File: config.mk
export PLATFORM = sky130hd
export DESIGN_NAME = tscw_cell
export DESIGN_NICKNAME = d
export VERILOG_FILES = /design/src/hw/rtl/tscw_pkg.sv /design/src/hw/rtl/tscw_cell.sv
export SDC_FILE = /design/constraint.sdc
export NUM_CORES = 1
export LEC_CHECK = 0
export ABC_CLOCK_PERIOD_IN_PS = 2700
export BUFFER_PORTS_ARGS = -buffer_cell sky130_fd_sc_hd__buf_2
export CORE_MARGIN = 1.5
export CORE_UTILIZATION = 42
export CTS_BUF_LIST = sky130_fd_sc_hd__clkbuf_8
export CTS_CLUSTER_DIAMETER = 60
export DETAILED_ROUTE_END_ITERATION = 8
export PLACE_DENSITY = 0.9
export SLEW_MARGIN = 20
export SYNTH_ARGS = -nofsm -noshare
export SYNTH_HDL_FRONTEND = slang
export SYNTH_SLANG_ARGS = --single-unit
File: constraint.sdc
create_clock -name clock -period 2.7 [get_ports clock]
set_input_delay 0.135 -clock clock [delete_from_list [all_inputs] [get_ports clock]]
set_output_delay 0.135 -clock clock [all_outputs]
set_load 0.005 [all_outputs]
File: src/hw/rtl/tscw_pkg.sv
// ----------------------------------------------------------------------------
// tscw_pkg: shared types and constants for the coincidence window builder
// Payload structs, result action codes, register indexes and reset values.
// ----------------------------------------------------------------------------
package tscw_pkg;

   localparam int STAMP_W     = 48;
   localparam int IDX_W       = 10;
   localparam int WIDTH_W     = 16;
   localparam int CUTOFF_W    = 5;
   localparam int CSR_INDEX_W = 2;
   localparam int CSR_DATA_W  = 16;

   localparam logic [CUTOFF_W-1:0] CUTOFF_CAP  = 5'd20;
   localparam int                  QUEUE_DEPTH = 22;
   localparam int                  QCOUNT_W    = 5;
   localparam int                  RCOUNT_W    = 7;
   localparam logic [7:0]          MAX_RESULTS = 8'd64;

   localparam logic [1:0] ACT_PRESORT_CLOSE = 2'd0;
   localparam logic [1:0] ACT_SORT_ONE      = 2'd1;
   localparam logic [1:0] ACT_SKIP          = 2'd2;
   localparam logic [1:0] ACT_ADD           = 2'd3;

   localparam logic [CSR_INDEX_W-1:0] REG_PRESORT_WIDTH = 2'd0;
   localparam logic [CSR_INDEX_W-1:0] REG_SORT_WIDTH    = 2'd1;
   localparam logic [CSR_INDEX_W-1:0] REG_COUNT_CUTOFF  = 2'd2;

   localparam logic [WIDTH_W-1:0]  PRESORT_WIDTH_RESET = 16'd500;
   localparam logic [WIDTH_W-1:0]  SORT_WIDTH_RESET    = 16'd200;
   localparam logic [CUTOFF_W-1:0] COUNT_CUTOFF_RESET  = 5'd20;

   typedef struct packed {
      logic [STAMP_W-1:0] timestamp;
      logic               has_channel;
   } req_type;

   typedef struct packed {
      logic [1:0]       action;
      logic [IDX_W-1:0] first_index;
      logic [IDX_W-1:0] last_index;
      logic             last;
   } rsp_type;

   // one stored fragment
   typedef struct packed {
      logic [STAMP_W-1:0] stamp;
      logic               mapped;
   } frag_type;

endpackage

File: src/hw/rtl/tscw_cell.sv
// ----------------------------------------------------------------------------
// tscw_cell: one slot of the sort window queue
// Takes its right neighbor's fragment on a pop, or a new fragment on a push.
// ----------------------------------------------------------------------------
module tscw_cell (
   input  logic               clock,
   input  logic               shift,
   input  logic               load,
   input  tscw_pkg::frag_type neighbor,
   input  tscw_pkg::frag_type load_data,
   output tscw_pkg::frag_type data
);

   tscw_pkg::frag_type data_ff;

   always_ff @(posedge clock) begin
      if (shift) begin
         data_ff <= neighbor;
      end else if (load) begin
         data_ff <= load_data;
      end
   end

   assign data = data_ff;

endmodule

==> results.env, run 1 <==
FINAL_CORE_UTIL_PCT=59.9
MULTI_INPUT_COMB_AREA_UM2=744
REPORT.FINAL.SLEW_VIOL_COUNT=0
DIODES=0
WORST_SETUP_HOLD_PATH_CLK_SLEW_NS=0.09
POST-SYNTH-TOP-AREA-CELL='sky130_fd_sc_hd__edfxtp_1'
WORST_PATH_DOMINANT_CELL_FAMILY='buffers and inverters'
COMB_POWER_SHARE_PCT=18.4
USE_MET1_PCT=15.6
USE_MET2_PCT=31.3
AVGVIACOUNTPERCELL=4.53
VIA_COUNT_OF_THE_FIRST_GLOBAL_ROUTING_PASS=1566
DETAIL_ROUTE.WL_PER_CELL_UM=15.4
PLACEMENT_ROWS=26
STARTPOINT_TYPE='primary input'
GRT_BUSIEST_LAYER='met2'
POSTSYNTHNETCOUNT=206
YS.WARNINGS.COUNT=0
REPORT.FINAL.SETUP_VIOL=0
HP-START='load_data[37]'
SYNTHESIS.AREA_PER_INSTANCE_UM2=22.1
POST-CTS-SETUP-BUFFERS=0
HOLD_PATH.CLASS='in2reg'
GRT_PASS1_WL_UM=7440
TRITONCTS='done'
POST_CTS_HOLD_BUFFER_COUNT=0
SYNTH_TOP_CELLS_BY_AREA='sky130_fd_sc_hd__edfxtp_1, sky130_fd_sc_hd__mux2_4, sky130_fd_sc_hd__buf_12, sky130_fd_sc_hd__buf_6, sky130_fd_sc_hd__or2_1'
DP.FINAL_HPWL_UM=3980
DIE_W_UM=77.4
NFILLCELLS=420
CTS_RESIZED=0
AREAGROWTHSYNTHTOFINISH_PCT=35.0
I_O_PIN_COUNT=150
NETLIST.AREA_LEADER.SHARE_PCT=63.3
GP_CONGESTION=0.723
ROUTE.ANTENNA.REMAINING_NETS=0
RSZ0062_AT_GRT='no'
FRACTION_OF_FINAL_LAYOUT_CELLS_SIZED_BEYOND_DRIVE_STRENGTH_1_PCT=80.5
STATUS='finished clean'
SYNTH_SEQ_AREA_SHARE_PCT=63.3
DRTITER0DRC=42
DESIGN.DIE.AREA_UM2=5990
MAX-CAP-VIOLATIONS=0
CLOCK_POWER_SHARE_PCT=24.7
TIMING.CRITICAL_PATH.REQUIRED_NS=2.75
ROUTE.FINAL.WIRE_LENGTH_UM=5020
MAX-CLOCK-PATH-BUFFERS=2
POWER_REPORT.INTERNAL_TOTAL_uW=1300
CTS_SINK_CNT=49
TOTALPOWERFINAL_uW=1670
GLOBALROUTETOTALUTIL_PCT=16.8
POWER.IR.VDD_WORST_mV=0.340
TIMING.SETUP.CRITICAL_PATH_CLASS='in2reg'
HOLD_DEPTH=2
NETLIST_INSTANCES=105
CPMAXSTAGEDELAYCELL='sky130_fd_sc_hd__buf_4'
CRITICAL-PATH-MAX-STAGE-DELAY_NS=0.66
TIMING.MAX_SLEW.REL_SLACK_PCT=43.8
CRIT_CHAIN='buf_2 -> buf_4 -> mux2_4'
EFFECTIVE_UTILIZATION_AT_FLOORPLAN_PCT=44.4
LAYOUT.NETS=357
WORST-SLEW-PIN-TRANSITION_NS=0.843
NUMBER_OF_LIBRARY_CELL_TYPES_MAPPED_BY_SYNTHESIS=5
WORST_EP_ARRIVAL_TIME_NS=1.27
POWER.SWITCHING_FRACTION_PCT=22.2
NUM_VIAS=1476
REGAREA_UM2=1470
TIMING.FMAX_MHz=820
CTS_MAX_LEVEL=2
CP_MAX_FO=49
TIMING.CRITICAL_PATH.BUF_INV=2
DIE_HEIGHT_UM=77.4
CTS_ROOT_BUF='sky130_fd_sc_hd__clkbuf_8'
NUMPORTBUFFERS=149
FINALCRITICALPERIOD_NS=1.22
PORTION_OF_TOTAL_POWER_ATTRIBUTED_TO_SEQUENTIAL_CELLS_PCT=57.0
FINALSETUPTNS_NS=0
ANTENNA_FOUND_INITIAL=0
DRC=0
MIN_TO='data[37]$_DFFE_PP_'
GLOBAL_ROUTE.USAGE.MET3_PCT=7.29
TRITONCTS_BUFFERS=5
CORE-AREA_UM2=5240
POWER_DENSITY_nW_PER_UM2=532
FINAL_HOLD_VIOL_COUNT=0
SYNTH_SEQ_CELLS=49
OVERALL_OVERFLOW_REMAINING_AFTER_GLOBAL_ROUTE=0
NET-SWITCHING-POWER_uW=370
FINALCRITPERIODSHARE_PCT=45.2
LARGEST_REGISTER_FF_COUNT=49
TOTAL_LEAKAGE_POWER_uW=0.00154
MAXIMUM_NUMBER_OF_PINS_ON_ONE_NET_BEFORE_GLOBAL_ROUTE_REPAIR=50
FIRST_PASS_ITERS=4
SYNTHESIS.AREA_UM2=2320
WORSTSETUPENDPOINTTYPE='flop'
==> cells in the final DEF (no fill, tap or decap), drive strengths merged <==
cell,netlist,routed
buf,6,150
mux2,49,49
edfxtp,49,49
clkbuf,0,5
or2,1,1
inv,0,1
clkinv,0,1
==> area by class of cell <==
cell class	count	area share, %
sequential	49	46.9
clock buffer	5	2.19
multi-input combinational	50	23.7
tap	70	2.79
timing repair buffer	150	24.0
clock inverter	2	0.399
==> per-layer routing <==
| layer | vias to the layer above | share of wire (%) |
|---|---|---|
| met5 | - | 0 |
| met4 | 0 | 2.5 |
| met3 | 12 | 10 |
| met2 | 96 | 56 |
| met1 | 659 | 31 |
| li1 | 709 | - |
==> cells in the mapped netlist, drive strengths merged <==
cell,count
edfxtp,49
mux2,49
buf,6
or2,1
==> logic make-up after synthesis <==
kind of cell	count (synthesis)	share of synthesized area (%)
muxes	49	31.6
buffers and inverters	6	4.79
and+or+nand+nor	1	0.269
DFF	49	63.3
==> per-stage QoR <==
step	instances	instance area [um^2]	hold slack [ns]	setup WS (ns)
final	326	3140	0.130	1.48
after global routing	326	3140	0.114	1.45
after CTS	326	3140	0.119	1.49
after detailed placement	319	3050	0.438	1.16
after global placement	319	3050	0.435	1.20
after floorplan	105	2320	0.352	0.752
==> worst max path at each step <==
stage / from / endpoint / slack (ns) / depth (start not counted)
after global placement: shift / data[47]$_DFFE_PP_ / 1.20 / 3
final: shift / data[47]$_DFFE_PP_ / 1.48 / 3
after floorplan: shift / data[0]$_DFFE_PP_ / 0.75 / 3
after CTS: load / data[2]$_DFFE_PP_ / 1.49 / 2
after detailed placement: load / data[3]$_DFFE_PP_ / 1.16 / 2
after global routing: shift / data[2]$_DFFE_PP_ / 1.45 / 3
==> power groups by stage <==
| stage | logic (uW) | clock network, uW | registers, uW |
|---|---|---|---|
| 2_1_floorplan | 139 | 0 | 985 |
| 3_3_place_gp | 300 | 0 | 969 |
| 3_5_place_dp | 311 | 0 | 969 |
| 5_1_grt | 332 | 450 | 960 |
| 6_report | 307 | 412 | 951 |
| 4_1_cts | 312 | 425 | 952 |
No activity file was read; power rests on OpenSTA's default activity.
==> run 2: changes to the inputs <==
Settings changed: ABC_CLOCK_PERIOD_IN_PS 2700 to 1090, CORE_UTILIZATION 42 to 39, PLACE_DENSITY 0.9 to 0.88.
Clock period 2.7 ns to 1.09 ns, I/O delays scaled along.
==> results.env, run 2 (synthesis gave the netlist of run 1 again) <==
ROUTE.FINAL.WIRE_LENGTH_UM=5150
PLACED_AREA_UM2=3120
CPMAXSTAGEDELAYCELL='sky130_fd_sc_hd__edfxtp_1'
CTS_MAX_LEVEL=2
TIMING.FMAX_MHz=1120
WORST_SETUP_HOLD_PATH_CLK_SLEW_NS=0.09
PLACED_INSTS=327
TIMING.HOLD.WS_NS=0.0487
CP_MAX_FO=1
POST-CTS-SETUP-BUFFERS=0
CRITICAL-PATH-MAX-STAGE-DELAY_NS=0.40
WORST-SLEW-PIN-TRANSITION_NS=0.676
POWER.IR.VDD_WORST_mV=0.552
TIMING.CRITICAL_PATH.REQUIRED_NS=1.04
OVERALL_OVERFLOW_REMAINING_AFTER_GLOBAL_ROUTE=0
HOLD_DEPTH=2
CTS_RESIZED=0
TIMING.SETUP.CRITICAL_PATH_CLASS='reg2out'
REPORT.FINAL.SETUP_VIOL=0
DETAIL_ROUTE.WL_PER_CELL_UM=15.4
DRC=0
POST_CTS_HOLD_BUFFER_COUNT=0
LAYOUT.NETS=363
I_O_PIN_COUNT=150
TOTALPOWERFINAL_uW=4180
CLOCK_POWER_SHARE_PCT=25.1
WORST_PATH_DOMINANT_CELL_FAMILY='flip-flops'
VIA_COUNT_OF_THE_FIRST_GLOBAL_ROUTING_PASS=1510
TOTAL_LEAKAGE_POWER_uW=0.00157
GP_CONGESTION=0.697
COMB_POWER_SHARE_PCT=18.5
DIE_HEIGHT_UM=80.2
HP-START='load_data[13]'
MIN_TO='data[13]$_DFFE_PP_'
ANTENNA_FOUND_INITIAL=0
MAX-CAP-VIOLATIONS=0
TRITONCTS_BUFFERS=5
FINAL_HOLD_VIOL_COUNT=0
PORTION_OF_TOTAL_POWER_ATTRIBUTED_TO_SEQUENTIAL_CELLS_PCT=56.5
PLACEMENT_ROWS=27
RSZ0062_AT_GRT='no'
EFFECTIVE_UTILIZATION_AT_FLOORPLAN_PCT=41.2
POWER_DENSITY_nW_PER_UM2=1300
FINALCRITICALPERIOD_NS=0.891
CRIT_CHAIN='buf_2'
FINAL_CELL_MIX='sky130_fd_sc_hd__buf_2, sky130_fd_sc_hd__mux2_4, sky130_fd_sc_hd__edfxtp_1'
NET-SWITCHING-POWER_uW=938
FINALCRITPERIODSHARE_PCT=81.7
POST_LAYOUT_NONFILLER_INSTANCES=335
WORSTSETUPENDPOINTTYPE='output pin'
FINALSETUPTNS_NS=0
TRITONCTS='done'
POWER_REPORT.INTERNAL_TOTAL_uW=3240
CORE-AREA_UM2=5640
REPORT.FINAL.SLEW_VIOL_COUNT=0
AREAGROWTHSYNTHTOFINISH_PCT=37.8
HOLD_PATH.CLASS='in2reg'
DIODES=0
STARTPOINT_TYPE='flop'
POWER.SWITCHING_FRACTION_PCT=22.4
TIMING.CRITICAL_PATH.BUF_INV=1
LARGEST_REGISTER_FF_COUNT=49
DRTITER0DRC=31
DIE_W_UM=80.2
STATUS='finished clean'
DESIGN.DIE.AREA_UM2=6430
AVGVIACOUNTPERCELL=4.58
CTS_ROOT_BUF='sky130_fd_sc_hd__clkbuf_8'
LAYOUT.CELL_AREA.NON_FILLER_UM2=3200
TIMING.MAX_SLEW.REL_SLACK_PCT=55.0
FRACTION_OF_FINAL_LAYOUT_CELLS_SIZED_BEYOND_DRIVE_STRENGTH_1_PCT=81.0
NUMPORTBUFFERS=149
FIRST_PASS_ITERS=4
CTS_SINK_CNT=49
MAXIMUM_NUMBER_OF_PINS_ON_ONE_NET_BEFORE_GLOBAL_ROUTE_REPAIR=50
WORST_EP_ARRIVAL_TIME_NS=0.84
NUM_VIAS=1533
DP.FINAL_HPWL_UM=4060
ROUTE.ANTENNA.REMAINING_NETS=0
FINAL_COMMON_CELL='sky130_fd_sc_hd__buf_2'
GLOBALROUTETOTALUTIL_PCT=15.2
MAX-CLOCK-PATH-BUFFERS=2
GRT_PASS1_WL_UM=7090
==> run 2: changes by cell type in the layout (fill, tap and decap cells not counted) <==
cell,change
sky130_fd_sc_hd__clkinv_4,-1
sky130_fd_sc_hd__buf_12,+1
sky130_fd_sc_hd__buf_4,+5
sky130_fd_sc_hd__clkinvlp_4,+2
==> run 2: worst max path at each step <==
| stage | endpoint | slack (ns) | cells past startpoint | start |
|---|---|---|---|---|
| 2_1_floorplan | data[0]$_DFFE_PP_ | -0.02 | 3 | shift |
| 3_3_place_gp | data[16]$_DFFE_PP_ | 0.01 | 2 | shift |
| 3_5_place_dp | data[22]$_DFFE_PP_ | -0.04 | 2 | shift |
| 4_1_cts | data[10] | 0.19 | 1 | data[10]$_DFFE_PP_ |
| 5_1_grt | data[10] | 0.15 | 1 | data[10]$_DFFE_PP_ |
| 6_report | data[10] | 0.20 | 1 | data[10]$_DFFE_PP_ |
==> run 2: power groups by stage <==
stage          clock network [uW]  registers [uW]  logic (uW)
6_report                     1050            2360         771
5_1_grt                      1140            2380         836
4_1_cts                      1070            2360         783
3_5_place_dp                    0            2410         781
3_3_place_gp                    0            2390         758
2_1_floorplan                   0            2440         350
==> run 2: layout make-up <==
cell class	instances	area, um^2
Tap cell	72	90.1
Fill cell	455	2440
Timing Repair Buffer	156	811
Sequential cell	49	1470
Multi-Input combinational cell	50	744
Clock buffer	5	68.8
Clock inverter	3	18.8
==> run 2: per-layer routing <==
metal,vias to the layer above,track usage [%],part of all wire (%)
li1,721,-,-
met4,0,5.86,2.0
met5,-,0,0
met1,715,16.2,37
met3,8,5.00,8.9
met2,89,27.5,52
==> run 2: per-stage QoR <==
step / utilization [%] / setup WS (ns)
finish: 56.8 / 0.199
global route: 56.8 / 0.148
CTS: 56.8 / 0.189
detailed placement: 55.2 / -0.0440
global placement: 55.2 / 0.0120
floorplan: - / -0.0241
